## src/rtl/core/fse_pkg.sv

```systemverilog
`default_nettype none
package fse_pkg;

	localparam int SENSORS_PER_FOOT = 4;
	localparam int PRESS_W = 16;
	localparam int PROD_W = 32;
	localparam int SUM_W = 35;
	localparam int NUM_W = 50;
	localparam int DEN_W = 36;
	localparam int QUO_W = 15;
	localparam int CNT_W = 4;
	localparam int CFG_IDX_W = 3;
	localparam int CFG_DATA_W = 32;
	localparam int IN_DATA_W = 216;
	localparam int OUT_DATA_W = 56;

	// Configuration register indexes
	localparam logic [CFG_IDX_W-1:0] CFG_SENSOR_WEIGHTS = 3'd0;
	localparam logic [CFG_IDX_W-1:0] CFG_PRED_FACTOR = 3'd1;
	localparam logic [CFG_IDX_W-1:0] CFG_CUR_PRED_FACTOR = 3'd2;
	localparam logic [CFG_IDX_W-1:0] CFG_DISCOUNT_MIN = 3'd3;
	localparam logic [CFG_IDX_W-1:0] CFG_DISCOUNT_MAX = 3'd4;
	localparam logic [CFG_IDX_W-1:0] CFG_RATIO_MIN = 3'd5;
	localparam logic [CFG_IDX_W-1:0] CFG_RATIO_MAX = 3'd6;
	localparam logic [CFG_IDX_W-1:0] CFG_SIM_MODE = 3'd7;

	typedef struct packed {
		logic start;
		logic [NUM_W-1:0] num;
		logic [DEN_W-1:0] den;
	} div_req_t;

	typedef struct packed {
		logic done;
		logic [QUO_W-1:0] quo;
	} div_rsp_t;

	typedef enum logic [8:0] {
		ST_IDLE = 9'b000000001,
		ST_MUL  = 9'b000000010,
		ST_ADD  = 9'b000000100,
		ST_SUM  = 9'b000001000,
		ST_DDIV = 9'b000010000,
		ST_SDIV = 9'b000100000,
		ST_PRED = 9'b001000000,
		ST_CMP  = 9'b010000000,
		ST_DONE = 9'b100000000
	} state_t;

endpackage
`default_nettype wire

```

## src/rtl/core/fse_lane.sv

```systemverilog
`default_nettype none
module fse_lane import fse_pkg::*; (
	input  wire logic               clk,
	input  wire logic               en,
	input  wire logic [PRESS_W-1:0] pressure,
	input  wire logic [PRESS_W-1:0] weight,
	output logic      [PROD_W-1:0]  prod_s1
);

	// Weigh one sensor sample
	always_ff @(posedge clk) begin
		if (en) begin
			prod_s1 <= pressure * weight;
		end
	end

endmodule
`default_nettype wire

```

## config.mk

```make
export PLATFORM = sky130hd
export DESIGN_NAME = fse_lane
export DESIGN_NICKNAME = d
export VERILOG_FILES = /design/src/rtl/core/fse_pkg.sv /design/src/rtl/core/fse_lane.sv
export SDC_FILE = /design/constraint.sdc
export NUM_CORES = 1
export LEC_CHECK = 0
export ABC_AREA = 1
export BUFFER_PORTS_ARGS = -buffer_cell sky130_fd_sc_hd__buf_4
export CELL_PAD_IN_SITES_DETAIL_PLACEMENT = 1
export CELL_PAD_IN_SITES_GLOBAL_PLACEMENT = 1
export CORE_MARGIN = 5
export CORE_UTILIZATION = 51
export DETAILED_ROUTE_END_ITERATION = 8
export HOLD_SLACK_MARGIN = 0.15
export PLACE_DENSITY_LB_ADDON = 0.08
export RECOVER_POWER = 25
export REMOVE_ABC_BUFFERS = 1
export SLEW_MARGIN = 40
export SYNTH_ARGS = -nofsm -noshare
export SYNTH_HDL_FRONTEND = slang
export SYNTH_SLANG_ARGS = --single-unit
```

## constraint.sdc

```tcl
create_clock -name clk -period 15.9 [get_ports clk]
set_input_delay 3.18 -clock clk [delete_from_list [all_inputs] [get_ports clk]]
set_output_delay 3.18 -clock clk [all_outputs]
set_load 0.01 [all_outputs]
```

Yosys cells after proc, flatten, opt, wreduce, memory -nomap -nowiden
Cells that the tools add are included.
W data, S select, Z words.
Storage, ports and cells
  register bits: 32
  output and inout port bits: 32
  logic and storage cells: 2
Operators by class
  multipliers: 1
Operators by type and width (number)
  $mul A16 B16 Y32: 1

Logic depth before layout (Yosys ltp)
  depth after elaboration: 1
  depth in mapped cells: 25
  mapped depth without buffers: 23

Least setup slack after synthesis
Ideal clock, no wire load.
  kind: in2reg
  start point: input pressure[7]
  end point: register prod_s1[28] (data pin)
  library setup time: 252 ps
  data arrival time: 7935 ps
  required time: 15648 ps
  slack: 7713 ps
  cell stages on the path: 25
  cells stage by stage: clkbuf_1 > clkbuf_1 > nand2_1 > fa_1 > inv_1 > fa_1 > inv_1 > fa_1 > inv_1 > fa_1 > fa_1 > inv_1 > fa_1 > inv_1 > ha_1 > nand2_1 > inv_1 > nand2_1 > nand2_1 > nand2_1 > nand2_1 > a21oi_1 > nand2_1 > nand2_1 > nand2_1
Between the ends
  cells in the longest elaborated chain, start to end: 1
Ends and longest elaborated chain
  start, declared: RTL line fse_lane.sv:5  | input wire logic [PRESS_W-1:0] pressure,
  $mul A16 B16 Y32: RTL line fse_lane.sv:13  | prod_s1 <= pressure * weight;
  end signal, assigned: RTL line fse_lane.sv:13
  end, declared: RTL line fse_lane.sv:7  | output logic [PROD_W-1:0] prod_s1
Every way passes these cells.
A chain may end at the register's enable or synchronous reset.

Worst setup path after layout
  start point: input weight[7]
  end point: register prod_s1[31] (data pin)
Between the ends
  cells in the longest elaborated chain, start to end: 1
Ends and longest elaborated chain
  start, declared: RTL line fse_lane.sv:6  | input wire logic [PRESS_W-1:0] weight,
  $mul A16 B16 Y32: RTL line fse_lane.sv:13
Every way passes these cells.

==> results.yml <==
yosys:
  synth_top_area_cell: "fa_1"
  avgSynthCellArea_um2: 7.45
  synth_seq_cells: 32
  synth-seq-area-share_pct: 9.21
  synthesis.area_um2: 10400
  synth_area_leaders: "fa_1, nand2_1, inv_1"
  yosysUniqueCellTypes: 22
  synth_top_area_share_pct: 37.2
  yosys_warnings: 0
  synthCells: 1401
clock_tree:
  clk_pin_slew_ns: 0.05
  postCtsHoldBufs: 0
  root_buffer: "clkbuf_16"
  htreeDepth: 2
  clock_sinks: 32
  ctsResizeCount: 0
  cts_tree: "built"
  cts_made_buffers: 5
  cts_buffer_depth: 2
  cts_setup_buffers: 0
timing:
  tns_ns: 0
  finalCritPeriodShare_pct: 50.9
  slew_headroom_pct: -28.1
  worst_slack_ns: 7.81
  hold_viol_final: 0
  rsz0062_at_grt: "false"
  period_needed_ns: 8.09
  fmax_mhz: 124
  setup_viol: 0
  tightest_slew_ns: 1.92
  slew_violations: 33
route:
  num_vias: 8417
  drcViolationCount: 0
  routed_wl_mm: 28.1
  vias_per_cell: 5.01
  drt_iter0_markers: 305
  ant_nets: 0
  wl_per_cell_um: 16.7
  drtPass1Iterations: 4
finish:
  largest_reg_flops: 32
  ff_latch_area_um2: 961
  top_register: "prod_s1"
  design_area_um2: 11100
  top_regs: "prod_s1 (32)"
  area_delta_synth_final_pct: 6.87
  drive_gt1_share_pct: 6.52
  fin_util_pct: 55.3
  num_antenna_cells: 0
  multiInputGateArea_um2: 7610
  nets: 1741
  fill_cells: 2625
floorplanning:
  pin_count: 66
  fp.coreArea_um2: 20200
  initial_core_util_pct: 51.7
  die_h_um: 153
  rows: 52
  die_area_um2: 23400
  fp.dieW_um: 153
setup_path:
  endpoint_kind: "flop"
  cp_data_arrival_time_ns: 8.14
  critical_path_class: "in -> reg"
  crit_required_ns: 15.95
  startpoint_type: "primary input"
  critical_path.max_fanout: 16
global_route:
  grt-ovfl-total: 0
  grt_max_degree: 33
  grt_pass1_vias: 9525
  grt_usage_pct: 25.1
  grt_pass1_wl_mm: 47.5
  antenna_found_initial: 0
outcome:
  status: "complete, but fails checks"
  violations: "max-capacitance violations, max-slew violations"
placement:
  place_area_um2: 11000
  dp_hpwl_mm: 24.2
  port_buffers: 65
  dp_slack_ns: 7.52
  place_congestion: 0.856
run:
  maxCapViolCount: 1
min_path:
  worstHoldPathType: "in -> reg"
==> path summary, 6_finish.rpt <==
path / end / startpoint / depth (start not counted)
worst max-delay path: prod_s1[31]$_DFFE_PP_ / weight[7] / 21
worst min-delay path: prod_s1[0]$_DFFE_PP_ / pressure[0] / 3
==> placed cells by master, fill, tap and decap left out, drive strengths merged, types with 2 or more instances in the layout <==
cell,Yosys,final
edfxtp,32,32
nand3,32,32
xor2,15,15
nand2,458,458
nand4,4,4
xnor2,3,3
clkbuf,64,7
fa,194,194
nand3b,2,2
a21oi,17,17
nor2,39,39
clkinv,0,3
ha,104,104
buf,0,63
inv,433,433
==> per-layer routing <==
metal / vias to the layer above / GRT usage, % / wire, um
met5: - / 0 / 0
met2: 154 / 44.7 / 14600
met1: 4253 / 31.6 / 11700
met4: 0 / 7.72 / 878
li1: 3937 / - / -
met3: 73 / 3.36 / 1030
==> layout make-up <==
| type | instances | area share, % |
|---|---|---|
| Clock buffer | 5 | 1.12 |
| Clock inverter | 3 | 0.123 |
| Inverter | 433 | 14.6 |
| Multi-Input combinational cell | 872 | 68.2 |
| Sequential cell | 32 | 8.62 |
| Tap cell | 270 | 3.03 |
| Timing Repair Buffer | 65 | 4.31 |
==> kinds of logic after synthesis <==
logic type | Yosys count | synth area share (%)
compound gates | 19 | 0.960
xor+xnor | 18 | 1.51
fa+ha+maj | 298 | 49.7
buf+inv | 497 | 17.9
flops | 32 | 9.21
simple gates | 537 | 20.7
==> critical path: stages <==
cell and delay, ns:
buf_4 0.23, nand2_1 0.12, fa_1 0.54, inv_1 0.06, fa_1 0.51, inv_1 0.06, fa_1 0.57, inv_1 0.06
fa_1 0.46, fa_1 0.50, inv_1 0.05, fa_1 0.47, inv_1 0.04, ha_1 0.39, nand2_2 0.11, nor2_2 0.23
nand3_1 0.13, nand3_2 0.18, nand2_1 0.09, nand3_1 0.09, nand2_1 0.05
==> synth_stat cells <==
| cell | number |
|---|---|
| nand3b_2 | 1 |
| clkbuf_1 | 64 |
| a21oi_1 | 17 |
| and2_1 | 1 |
| nand2_2 | 8 |
| inv_1 | 433 |
| nand4_1 | 4 |
| nand3_2 | 5 |
| nand3_1 | 27 |
| a21o_1 | 1 |
| xnor2_1 | 3 |
| xor2_1 | 15 |
| nor2_2 | 5 |
| o21bai_1 | 1 |
| nand2_1 | 450 |
| edfxtp_1 | 32 |
| nor2_4 | 1 |
| ha_1 | 104 |
| nand3b_4 | 1 |
| fa_1 | 194 |
| nor2_1 | 33 |
| nor3_2 | 1 |
==> through the flow <==
step | hold WS (ns) | std cells
after detailed placement | 3.59 | 1672
after CTS | 3.34 | 1680
final | 3.35 | 1680
after global routing | 3.38 | 1680
after floorplan | 3.29 | 1337
after global placement | 3.59 | 1672
Power is left out: the tool's default activity adds up to more than one toggle a clock period on the data nets, which glitch-free logic cannot reach.
