[config.mk]
export PLATFORM = sky130hd
export DESIGN_NAME = fse_merge
export DESIGN_NICKNAME = d
export VERILOG_FILES = /design/src/rtl/core/fse_pkg.sv /design/src/rtl/core/fse_merge.sv
export SDC_FILE = /design/constraint.sdc
export NUM_CORES = 1
export LEC_CHECK = 0
export ABC_AREA = 1
export ABC_CLOCK_PERIOD_IN_PS = 12800
export BUFFER_PORTS_ARGS = -buffer_cell sky130_fd_sc_hd__buf_2
export CORE_ASPECT_RATIO = 1.5
export CORE_MARGIN = 3
export CORE_UTILIZATION = 35
export DETAILED_ROUTE_END_ITERATION = 8
export GPL_TIMING_DRIVEN = 0
export HOLD_SLACK_MARGIN = 0.06
export REMOVE_ABC_BUFFERS = 1
export SLEW_MARGIN = 20
export SYNTH_ARGS = -nofsm -noshare
export SYNTH_HDL_FRONTEND = slang
export SYNTH_SLANG_ARGS = --single-unit
export TNS_END_PERCENT = 30
[constraint.sdc]
create_clock -name clk -period 12.8 [get_ports clk]
set_input_delay 2.56 -clock clk [delete_from_list [all_inputs] [get_ports clk]]
set_output_delay 2.56 -clock clk [all_outputs]
set_load 0.01 [all_outputs]
[src/rtl/core/fse_pkg.sv]
`default_nettype none
package fse_pkg;

	localparam int SENSORS_PER_FOOT = 4;
	localparam int PRESS_W = 16;
	localparam int PROD_W = 32;
	localparam int SUM_W = 35;
	localparam int NUM_W = 50;
	localparam int DEN_W = 36;
	localparam int QUO_W = 15;
	localparam int CNT_W = 4;
	localparam int CFG_IDX_W = 3;
	localparam int CFG_DATA_W = 32;
	localparam int IN_DATA_W = 216;
	localparam int OUT_DATA_W = 56;

	// Configuration register indexes
	localparam logic [CFG_IDX_W-1:0] CFG_SENSOR_WEIGHTS = 3'd0;
	localparam logic [CFG_IDX_W-1:0] CFG_PRED_FACTOR = 3'd1;
	localparam logic [CFG_IDX_W-1:0] CFG_CUR_PRED_FACTOR = 3'd2;
	localparam logic [CFG_IDX_W-1:0] CFG_DISCOUNT_MIN = 3'd3;
	localparam logic [CFG_IDX_W-1:0] CFG_DISCOUNT_MAX = 3'd4;
	localparam logic [CFG_IDX_W-1:0] CFG_RATIO_MIN = 3'd5;
	localparam logic [CFG_IDX_W-1:0] CFG_RATIO_MAX = 3'd6;
	localparam logic [CFG_IDX_W-1:0] CFG_SIM_MODE = 3'd7;

	typedef struct packed {
		logic start;
		logic [NUM_W-1:0] num;
		logic [DEN_W-1:0] den;
	} div_req_t;

	typedef struct packed {
		logic done;
		logic [QUO_W-1:0] quo;
	} div_rsp_t;

	typedef enum logic [8:0] {
		ST_IDLE = 9'b000000001,
		ST_MUL  = 9'b000000010,
		ST_ADD  = 9'b000000100,
		ST_SUM  = 9'b000001000,
		ST_DDIV = 9'b000010000,
		ST_SDIV = 9'b000100000,
		ST_PRED = 9'b001000000,
		ST_CMP  = 9'b010000000,
		ST_DONE = 9'b100000000
	} state_t;

endpackage
`default_nettype wire

[src/rtl/core/fse_merge.sv]
`default_nettype none
module fse_merge import fse_pkg::*; (
	input  wire logic                     clk,
	input  wire logic                     en,
	input  wire logic [PROD_W-1:0]        left_prod [SENSORS_PER_FOOT],
	input  wire logic [PROD_W-1:0]        right_prod [SENSORS_PER_FOOT],
	output logic signed [SUM_W-1:0]       wsum_s2,
	output logic        [SUM_W-1:0]       total_s2
);

	logic [SUM_W-2:0] sum_l;
	logic [SUM_W-2:0] sum_r;

	// Add up each foot
	always_comb begin
		sum_l = '0;
		sum_r = '0;
		for (int k = 0; k < SENSORS_PER_FOOT; k++) begin
			sum_l = sum_l + (SUM_W-1)'(left_prod[k]);
			sum_r = sum_r + (SUM_W-1)'(right_prod[k]);
		end
	end

	// Form signed balance and total
	always_ff @(posedge clk) begin
		if (en) begin
			wsum_s2 <= $signed({1'b0, sum_l}) - $signed({1'b0, sum_r});
			total_s2 <= {1'b0, sum_l} + {1'b0, sum_r};
		end
	end

endmodule
`default_nettype wire

# --- Yosys cells after proc, flatten, opt, wreduce, memory -nomap -nowiden ---
# Index checks and enable logic that the tools add are counted.
totals:
  regBits: 70
  in_bits: 258
  output_inout_bits: 70
op_classes:
  addsub: 8
op_table:
  columns: ["cell", "n"]
  rows:
  - ["$add 33x32->34", 2]
  - ["$add 34x32->34", 2]
  - ["$add 32x32->33", 2]
  - ["$add 34x34->35", 1]
  - ["$sub 34x34->35", 1]

# --- Depth between registers and ports, before layout ---
depth:
  depth_word: 4
  mapped_depth: 30
  depth_no_buf: 29

# --- Worst setup path after synthesis ---
# Ideal clock, no wire load.
synth_timing:
  path_type: "input -> register"
  start: "input left_prod[1] (netlist bit)"
  end: "register wsum_s2[32], data pin"
  setup_ns: 0.253
  arrival_time_ns: 6.247
  slack_ns: 6.300
  stages: 27
  path_buffers: 1
  path_cell_list: "inv_1 > fa_1 > fa_1 > inv_1 > ha_1 > inv_1 > fa_1 > inv_1 > nand3_1 > nand2_1 > nand2_1 > nand2_1 > nand3_1 > nand2_1 > nand3_1 > nand3_1 > nand2_1 > ha_1 > buf_2 > nor2_1 > inv_1 > nor2_1 > inv_1 > nor4_1 > nand2_1 > nand3_1 > nand2_1"
synth_between:
  elab_chain_cells: 2
synth_rtl:
  columns: ["item", "line_no", "rtl"]
  rows:
  - ["start, declared", "fse_merge.sv:5", "input wire logic [PROD_W-1:0] left_prod [SENSORS_PER_FOOT],"]
  - ["$add 34x32->34", "fse_merge.sv:19", "sum_l = sum_l + (SUM_W-1)'(left_prod[k]);"]
  - ["$sub 34x34->35", "fse_merge.sv:27", "wsum_s2 <= $signed({1'b0, sum_l}) - $signed({1'b0, sum_r});"]
  - ["end signal, assigned", "fse_merge.sv:27", null]
  - ["end, declared", "fse_merge.sv:7", "output logic signed [SUM_W-1:0] wsum_s2,"]
# Every way passes these cells.
# A chain may end at the register's enable or synchronous reset.

# --- Worst setup path in the final report ---
layout_timing:
  start: "input left_prod[1] (netlist bit)"
  end: "register total_s2[27], data pin"
layout_between:
  elab_chain_cells: 2
layout_rtl:
  columns: ["item", "line_no", "rtl"]
  rows:
  - ["$add 34x32->34", "fse_merge.sv:19", null]
  - ["$add 34x34->35", "fse_merge.sv:28", "total_s2 <= {1'b0, sum_l} + {1'b0, sum_r};"]
  - ["end signal, assigned", "fse_merge.sv:28", null]
  - ["end, declared", "fse_merge.sv:8", "output logic [SUM_W-1:0] total_s2"]
# Every way passes these cells.

==> summary.md <==
| Metric | Value |
|---|---|
| WL final | `47.7 mm` |
| DRC viols | `0` |
| Final setup violating endpoints | `0` |
| Gr usage total | `0.211` |
| Die area | `0.0443 mm2` |
| Core ar. | `~0.041 mm2` |
| Worst min-delay path class | `primary input to flop` |
| Register bit total from synthesis | `a little under 70` |
| Async SR Flop Fraction | `0` |
| Top achievable clock speed | `138 MHz` |
| Post-synth EDFFs | `69` |
| Outcome | `complete, no violations` |
| # Post-CTS Setup Buffers | `0` |
| Clock transition at path regs | `approximately 60 ps` |
| Largest area contributor in the netlist | `fa_1` |
| Final Cycle Share | `0.566` |
| Layout cell share with drive strength beyond 1 | `0.161` |
| Register area | `a little over 0.002 mm2` |
| First-pass GRT wire length | `75.4 mm` |
| Min Tclk post-route | `roughly 7300 ps` |
| Number of buffers created by CTS | `9` |
| Multi-input gate area | `roughly 0.010 mm2` |
| 1st-pass router iterations | `7` |
| CP endpoint kind | `flop` |
| Die H | `256 um` |
| Num Clock Sinks | `69` |
| I/O pins | `about 330` |
| CTS tree | `built` |
| Largest net degree at the start of global routing | `between 40 and 50` |
| Vias per cell | `approximately 4.8` |
| Htree depth | `3` |
| Crit path DAT | `approximately 7300 ps` |
| Register area share after synthesis | `0.142` |
| Routed len/inst | `roughly 16 um` |
| Global route total overflow | `0` |
| Slew Limit Fails | `0` |
| Post-detail-place hpwl | `about 43 mm` |
| Nets | `approximately 3000` |
| Synth top area cells | `fa_1, nand2_1, edfxtp_1, inv_1, ha_1` |
| Number of DRC markers in iteration 0 | `roughly 930` |
| # fillers | `around 4500` |
| Die width | `about 170 um` |
| Synth cell types | `between 40 and 50` |
| RSZ-0062 raised after global routing | `no` |
| Crit-path max FO | `8` |
| CP required | `between 10000 and 15000 ps` |
| Syn Area/Cell | `between 6 and 7 um2` |
| Critical path launch point type | `primary input` |
| Area delta synth->final | `17.2%` |
| Crit path kind | `primary input to flop` |
| Post-DRT Antenna Nets | `0` |
| Vias in the first global route | `15100` |
| Clock Tree Buf Depth | `2` |
| Top cell type's share of synthesized area | `0.178` |
| Initial Util | `0.355` |
| Worst-margin pin slew | `514 ps` |
| CTS Root Cell | `clkbuf_16` |
| Post-Syn Area | `~0.015 mm2` |
| Maxcap violations | `0` |
| Worst rel slew slack | `0.654` |
| Resized cells post-CTS | `0` |
| Post-Synthesis Cells | `about 2200` |
| Antenna violations before repair | `2` |
| Setup TNS | `0 ps` |
| GP Congestion | `~1` |
| CTS hold repair buffers | `0` |
| IO Port Bufs | `327` |
| Fin. Hold Viols | `0` |
| Routed vias | `14600` |
| Dominant synthesized flop cell | `edfxtp_1` |
| Synth warn | `0` |
| Row count | `slightly above 90` |
## per-layer routing
layer	wire [um]	GRT usage	vias up	share of wire
met5	0	0	-	0
met4	1640	0.0697	0	0.034
met3	2040	0.0175	80	0.043
met2	25100	0.405	406	0.53
met1	19000	0.245	6698	0.40
li1	-	-	7374	-
## final cells by class
| type | instances | area share |
|---|---|---|
| Multi-Input combinational cell | 1585 | 0.612 |
| Sequential cell | 69 | 0.121 |
| Inverter | 505 | 0.111 |
| Timing Repair Buffer | 328 | 0.0972 |
| Tap cell | 558 | 0.0407 |
| Clock buffer | 9 | 0.0131 |
| Clock inverter | 7 | 0.00482 |
| Antenna cell | 2 | 0.000292 |
## sequential cells by signal, summed over array words and instances, names as in the netlist
signal	cells
total_s2	34
wsum_s2	35
## metrics by stage
stage               area [um2]  utilization  std cells  worst slack, ps  hold slack, ps
CTS                      17100        0.416       3061             5550            2630
floorplan                14500            -       2159             6320            2670
detailed placement       16800        0.408       3045             5210            2970
finish                   17100        0.416       3063             5550            2640
global route             17100        0.416       3063             5260            2650
global placement         16800        0.408       3044             5240            2970
## worst paths after layout
| check | from | endpoint | cells after the start |
|---|---|---|---|
| worst max-delay path | left_prod[1] | total_s2[27] | 26 |
| worst min-delay path | en | total_s2[20] | 1 |
## cell families after synthesis
kind of cell | Yosys count | share of synthesized area
fa+ha+maj | 264 | 0.293
buf+inv | 530 | 0.141
flops | 69 | 0.142
compound gates | 290 | 0.109
simple gates | 963 | 0.275
xor+xnor | 68 | 0.0407
## Yosys cell counts, drive strengths merged, types with 7 or more instances
cell type / count
a21o: 11
nor2: 211
o21ai: 91
xor2: 62
fa: 130
nor3: 20
buf: 23
inv: 505
nand4: 16
nand3: 116
a21oi: 159
ha: 134
o211ai: 7
o21a: 8
edfxtp: 69
nand2: 583
## worst max-delay path, stage by stage
cell	delay (ps)
buf_2	70
inv_1	40
fa_1	570
fa_1	420
inv_1	60
ha_1	180
inv_1	70
fa_1	450
inv_1	110
nand3_1	70
nand2_1	180
nand2_1	70
nand2_1	110
nand3_1	90
nand2_1	140
nand3_1	130
nand3_1	100
nand2_1	130
ha_1	540
nand2_1	150
nor2_1	250
nand2_1	170
nor4_1	260
nand2_1	180
nand3_1	100
nand2_1	100
## placed cells by master (no fill, tap or decap), drive strengths merged, types with 62 or more instances in the layout
cell,n
buf,328
ha,134
edfxtp,69
inv,508
o21ai,91
a21oi,159
nand3,116
xor2,62
nor2,211
nand2,583
fa,130
Power is left out: the tool's default activity adds up to more than one toggle a clock period on the data nets, which glitch-free logic cannot reach.
