===== src/rtl/core/fse_pkg.sv =====
`default_nettype none
package fse_pkg;

	localparam int SENSORS_PER_FOOT = 4;
	localparam int PRESS_W = 16;
	localparam int PROD_W = 32;
	localparam int SUM_W = 35;
	localparam int NUM_W = 50;
	localparam int DEN_W = 36;
	localparam int QUO_W = 15;
	localparam int CNT_W = 4;
	localparam int CFG_IDX_W = 3;
	localparam int CFG_DATA_W = 32;
	localparam int IN_DATA_W = 216;
	localparam int OUT_DATA_W = 56;

	// Configuration register indexes
	localparam logic [CFG_IDX_W-1:0] CFG_SENSOR_WEIGHTS = 3'd0;
	localparam logic [CFG_IDX_W-1:0] CFG_PRED_FACTOR = 3'd1;
	localparam logic [CFG_IDX_W-1:0] CFG_CUR_PRED_FACTOR = 3'd2;
	localparam logic [CFG_IDX_W-1:0] CFG_DISCOUNT_MIN = 3'd3;
	localparam logic [CFG_IDX_W-1:0] CFG_DISCOUNT_MAX = 3'd4;
	localparam logic [CFG_IDX_W-1:0] CFG_RATIO_MIN = 3'd5;
	localparam logic [CFG_IDX_W-1:0] CFG_RATIO_MAX = 3'd6;
	localparam logic [CFG_IDX_W-1:0] CFG_SIM_MODE = 3'd7;

	typedef struct packed {
		logic start;
		logic [NUM_W-1:0] num;
		logic [DEN_W-1:0] den;
	} div_req_t;

	typedef struct packed {
		logic done;
		logic [QUO_W-1:0] quo;
	} div_rsp_t;

	typedef enum logic [8:0] {
		ST_IDLE = 9'b000000001,
		ST_MUL  = 9'b000000010,
		ST_ADD  = 9'b000000100,
		ST_SUM  = 9'b000001000,
		ST_DDIV = 9'b000010000,
		ST_SDIV = 9'b000100000,
		ST_PRED = 9'b001000000,
		ST_CMP  = 9'b010000000,
		ST_DONE = 9'b100000000
	} state_t;

endpackage
`default_nettype wire


===== src/rtl/core/fse_div.sv =====
`default_nettype none
module fse_div import fse_pkg::*; (
	input  wire logic     clk,
	input  wire logic     arst_n,
	input  wire div_req_t req,
	output div_rsp_t      rsp
);

	logic [DEN_W-1:0] rem_q;
	logic [DEN_W-1:0] den_q;
	logic [QUO_W-1:0] sh_q;
	logic [CNT_W-1:0] cnt_q;
	logic             busy_q;
	logic             done_q;
	logic [DEN_W:0]   trial;
	logic             ge;

	// One quotient bit per step; quotient is known to fit QUO_W bits
	assign trial = {rem_q, sh_q[QUO_W-1]};
	assign ge = trial >= {1'b0, den_q};

	always_ff @(posedge clk or negedge arst_n) begin
		if (!arst_n) begin
			busy_q <= 1'b0;
			done_q <= 1'b0;
			cnt_q <= '0;
		end else begin
			done_q <= 1'b0;
			if (req.start) begin
				busy_q <= 1'b1;
				cnt_q <= CNT_W'(QUO_W);
			end else if (busy_q) begin
				cnt_q <= cnt_q - 1'b1;
				if (cnt_q == CNT_W'(1)) begin
					busy_q <= 1'b0;
					done_q <= 1'b1;
				end
			end
		end
	end

	// Load operands, then shift and subtract
	always_ff @(posedge clk) begin
		if (req.start) begin
			rem_q <= DEN_W'(req.num[NUM_W-1:QUO_W]);
			sh_q <= req.num[QUO_W-1:0];
			den_q <= req.den;
		end else if (busy_q) begin
			rem_q <= ge ? DEN_W'(trial - {1'b0, den_q}) : DEN_W'(trial);
			sh_q <= {sh_q[QUO_W-2:0], ge};
		end
	end

	assign rsp.done = done_q;
	assign rsp.quo = sh_q;

endmodule
`default_nettype wire


===== config.mk =====
export PLATFORM = sky130hd
export DESIGN_NAME = fse_div
export DESIGN_NICKNAME = d
export VERILOG_FILES = /design/src/rtl/core/fse_pkg.sv /design/src/rtl/core/fse_div.sv
export SDC_FILE = /design/constraint.sdc
export NUM_CORES = 1
export LEC_CHECK = 0
export ABC_AREA = 1
export BUFFER_PORTS_ARGS = -buffer_cell sky130_fd_sc_hd__buf_2
export CORE_MARGIN = 1
export CORE_UTILIZATION = 50
export CTS_CLUSTER_DIAMETER = 30
export DETAILED_ROUTE_END_ITERATION = 8
export HOLD_SLACK_MARGIN = 0.12
export PLACE_DENSITY = 0.75
export SLEW_MARGIN = 5
export SYNTH_ARGS = -nofsm -noshare
export SYNTH_HDL_FRONTEND = slang
export SYNTH_SLANG_ARGS = --single-unit

===== constraint.sdc =====
create_clock -name clk -period 4.2 [get_ports clk]
set_clock_uncertainty 0.1 [all_clocks]
set_input_delay 0.84 -clock clk [delete_from_list [all_inputs] [get_ports clk]]
set_output_delay 0.84 -clock clk [all_outputs]
set_load 0.005 [all_outputs]

* Word level (Yosys, flattened, before mapping)
Cells that the tools add are included.
** Operators by class
- Add/subtract/negate cells :: 2
- Eq/ne operators :: 1
- Muxes and demuxes :: 13
- Order comparisons :: 1
- Reductions and logical operators :: 1
** Operator list (count)
- 35-bit two-way mux :: 2
- 37-bit by 36-bit greater-or-equal comparator with 1-bit output :: 1
- 36-bit two-way mux :: 1
- 36-bit subtractor :: 1
- 15-bit two-way mux :: 2
- 4-bit two-way mux :: 2
- 1-bit two-way mux :: 6
- 4-bit by 1-bit equality test with 1-bit output, second input constant :: 1
- 4-bit by 1-bit subtractor with 4-bit output, second input constant :: 1
- 2-bit nonzero test :: 1
** Storage, ports and cells
- Input bits :: 89
- Word-level logic and storage cells :: 25
- Output and inout bits :: 16
- Register bits :: 93

* Logic depth before layout (Yosys ltp)
- Depth in word-level cells :: 4
- Depth in mapped cells :: 17
- Mapped depth without buffers :: 17

* Worst setup path after synthesis
OpenSTA, ideal clock, no wires.
- Kind :: input-to-reg
- Start point :: input req[86] in the netlist's numbering
- End point :: register rem_q[0], enable pin
- Arrival time :: 2.182 ns
- Library setup time :: 0.404 ns
- Data required time :: 3.696 ns
- Slack :: 1.514 ns
- Cell stages on the path :: 3
- Buffers on the path :: 1
- Cells stage by stage :: clkbuf_1 nor2_1 inv_1
** Between the ends
- Cells in the longest elaborated chain, start to end :: 1
** RTL lines
- start: declaration :: RTL line fse_div.sv:5 : input wire div_req_t req,
- 2-bit nonzero test (no source line)
- end signal: assignment :: RTL line fse_div.sv:45 : rem_q <= DEN_W'(req.num[NUM_W-1:QUO_W]);
- end signal: assignment :: RTL line fse_div.sv:49 : rem_q <= ge ? DEN_W'(trial - {1'b0, den_q}) : DEN_W'(trial);
- end: declaration :: RTL line fse_div.sv:9 : logic [DEN_W-1:0] rem_q;
No other way between the ends.
A chain may end at the register's enable or synchronous reset.

* Final worst setup path
- Start point :: register rem_q[25]
- End point :: register rem_q[24] (data pin)
** Between the ends
- Cells in the longest elaborated chain, start to end :: 4
** RTL lines
- 37-bit by 36-bit greater-or-equal comparator with 1-bit output :: RTL line fse_div.sv:20 : assign ge = trial >= {1'b0, den_q};
- 36-bit two-way mux :: RTL line fse_div.sv:49
- 35-bit two-way mux :: RTL line fse_div.sv:48 : end else if (busy_q) begin
- 35-bit two-way mux :: RTL line fse_div.sv:44 : if (req.start) begin
No other way between the ends. The select of a mux whose other input is x is not followed.

==> summary.md <==
• **status** completed
• **achievable frequency** 0.333 GHz
• **Row Count** 43
• **dpl cell area** 7710 µm²
• **Fillers** 1,315
• **total setup violations reported at the end of the flow** 0
• **Crit path required time** 4.21 ns
• **Final Hold Slack** 0.188 ns
• **# IOs** 105
• **via count** 6,385
• **count leader, synth** nand2_1
• **number of levels the H-tree was split into** 3
• **crit path max-delay cell type** nor2_4
• **DRT Wirelength** 17,900 µm
• **maximum count of clock buffers along a single path** 2
• **number of non-filler instances in the completed layout** 1,283
• **synthesized cell area** 7060 µm²
• **Setup Buffers After CTS** 0
• **register clock-pin slew on the reported worst setup and hold paths** 0.07 ns
• **vias in the first global route** 6,144
• **number of nets produced by synthesis** 1,129
• **CTS tree** done
• **detailed-route DRC error count** 0
• **nature of the critical path startpoint** register
• **reported max-cap violation count** 0
• **nets** 1,226
• **Num CTS Buffers** 9
• **Worst Hold Class** input pin to asynchronous set/reset pin
• **chip height** 121 µm
• **maximum number of pins on one net before global-route repair** 52
• **cell-by-cell trace of the critical path** ha_1 > a21oi_1 > nor2_1 > nor2_1 > a21oi_1 > nor2_4 > buf_4 > nand3b_1 > nand3_1 > nand2_1
• **cell count after synthesis** 1,001
• **GPL Wtd Cong** 0.934
• **Worst Path Max Fanout** 19
• **number of enable flip-flop cells after synthesis** 86
• **proportion of layout cells with a drive suffix above 1** 0.131
• **vias per inst** 4.98
• **antenna violation net count after detailed routing** 0
• **Root Buffer Master** clkbuf_16
• **transition time at the pin with the least slew margin** 1.13 ns
• **Final Hold Vio Count** 0
• **total core area** 13,800 µm²
• **flip-flop and latch count after synthesis** 93
• **Leakage Power** 0.00431 µW
• **start point of the critical path** rem_q[25]
• **Netlist cell types** 39
• **starting utilization of the core area** 0.511
• **Worst R2R Path Depth** 10
• **Synth top area share** 0.366
• **summed area of non-filler cells in the final layout** 8000 µm²
• **post-cts hold buffer count** 0
• **reg2reg setup slack** 1.20 ns
• **power density relative to cell area** 669 nW/µm²
• **routed wire length per instance** 13.9 µm
• **count of synthesis-stage warnings from yosys** 0
• **category of the worst setup path capture point** register
• **Starting DRT DRC Count** 382
• **Critical Path Max Stage Delay** 0.45 ns
• **DP HPWL** 13,600 µm
• **Period Utilization, post-route** 0.715
• **instance count after placement with tap cells included** 1,267
• **Async SR Flop Fraction** 0.0645
• **cell type contributing the most total cell area after synthesis** edfxtp_1
• **reg-to-reg critical path endpoint** rem_q[24]
• **Die X-Extent** 121 µm
• **buffers added on ports** 104
• **clock latency at the later pin of the worst-skew pair** 0.36 ns
• **unrepaired setup endpoints after global routing** no
• **final sum of negative setup slack** 0 ns
• **critical path arrival** 3.01 ns
• **Clock Sink Count** 93
• **sequential share of the synthesized area** 0.390
• **Slew headroom** 0.248
• **VDD IR max** 0.000265 V
• **most used flip-flop cell after synthesis** edfxtp_1
• **first-pass GRT wire length** 29,100 µm
• **per-instance average area after synthesis** 7.05 µm²
• **antenna violations before repair** 0
• **minimum period implied by the final worst setup slack** 3.00 ns
• **type of the worst setup path** register to register
• **Resized Gates After CTS** 0
• **area added between synthesis and finish** 13.3%
• **total grt overflow** 0
• **final worst-path setup slack** 1.20 ns
• **commonest cells in the synthesized netlist** 420 x nand2_1, 169 x inv_1, 86 x edfxtp_1, 68 x nand3_1, 55 x nor2_1
• **number of detailed-routing iterations run before antenna repair** 5
• **full die area** 14,600 µm²
• **Post-Place Worst Slack** 1.18 ns
• **top cells by area, synth** edfxtp_1 37%, nand2_1 22%, inv_1 9.0%
• **launch point of the worst reg-to-reg path** rem_q[25]
• **all-layer global routing usage** 0.258
• **antenna diode count** 0
• **end of the critical path** rem_q[24]
• **number of pins with negative max-slew slack in the final report** 0
-- logic make-up (layout without fill, tap and decap cells) --
| logic type | count (synthesis) | count (layout) | share of synthesized area |
|---|---|---|---|
| and+or+nand+nor | 616 | 616 | 0.376 |
| AOI/OAI and AO/OA | 41 | 41 | 0.0314 |
| buffers and inverters | 192 | 294 | 0.108 |
| DFF | 93 | 93 | 0.390 |
| xor gates and xnor gates | 20 | 20 | 0.0248 |
| adders and majority gates | 39 | 39 | 0.0702 |
-- critical path: cells and delay by family, from the launching register on --
family	cells	cell delay [ns]
and+or+nand+nor	6	1.06
adders and majority gates	1	0.39
DFF	1	0.44
AOI/OAI and AO/OA	2	0.39
buffers and inverters	1	0.37
-- routing by layer --
| metal | vias up | track usage | routed length, µm |
|---|---|---|---|
| met5 | - | 0 | 0 |
| met4 | 0 | 0.0617 | 261 |
| met3 | 20 | 0.0599 | 1100 |
| met2 | 179 | 0.431 | 8170 |
| met1 | 2866 | 0.336 | 8350 |
| li1 | 3320 | - | - |
-- cells in the final DEF, fill, tap and decap left out, drive strengths merged, types with 5 or more instances in the layout --
master,n
o21ai,9
nand4,5
xnor2,19
buf,107
nand3b,37
nand3,70
nor3,8
clkbuf,9
nor2,64
ha,38
nand2,428
dfrtp,6
inv,175
edfxtp,86
a21oi,27
-- worst min path at each step --
stage / endpoint / slack [ns]
after floorplan: rem_q[35] / 0.34
after global placement: rem_q[35] / 0.36
after detailed placement: rem_q[35] / 0.37
after CTS: cnt_q[2] / 0.18
after global routing: cnt_q[2] / 0.18
final: cnt_q[1] / 0.19
-- area by class of cell --
class	count	area (µm²)	share of cell area
Tap cell	180	225	0.0282
Sequential cell	93	2750	0.344
Multi-Input combinational cell	716	3550	0.443
Clock buffer	9	225	0.0282
Inverter	171	642	0.0802
Clock inverter	7	62.6	0.00782
Timing Repair Buffer	107	546	0.0682
-- power breakdown --
part | total [µW] | internal, µW | switching, µW
Combinational | 3120 | 1120 | 2000
Clock | 804 | 416 | 388
Sequential | 1420 | 1300 | 124
-- flip-flops by register name, indices dropped and copies added, names as in the netlist --
register  cells
den_q        36
rem_q        36
sh_q         15
cnt_q         4
busy_q        1
done_q        1
-- stage by stage --
step                utilization  power, µW
global placement          0.558       4480
detailed placement        0.558       4520
floorplan                     -       3800
global route              0.579       5840
finish                    0.579       5350
CTS                       0.579       5340
Note: power is estimated with default switching activity, not from simulation.
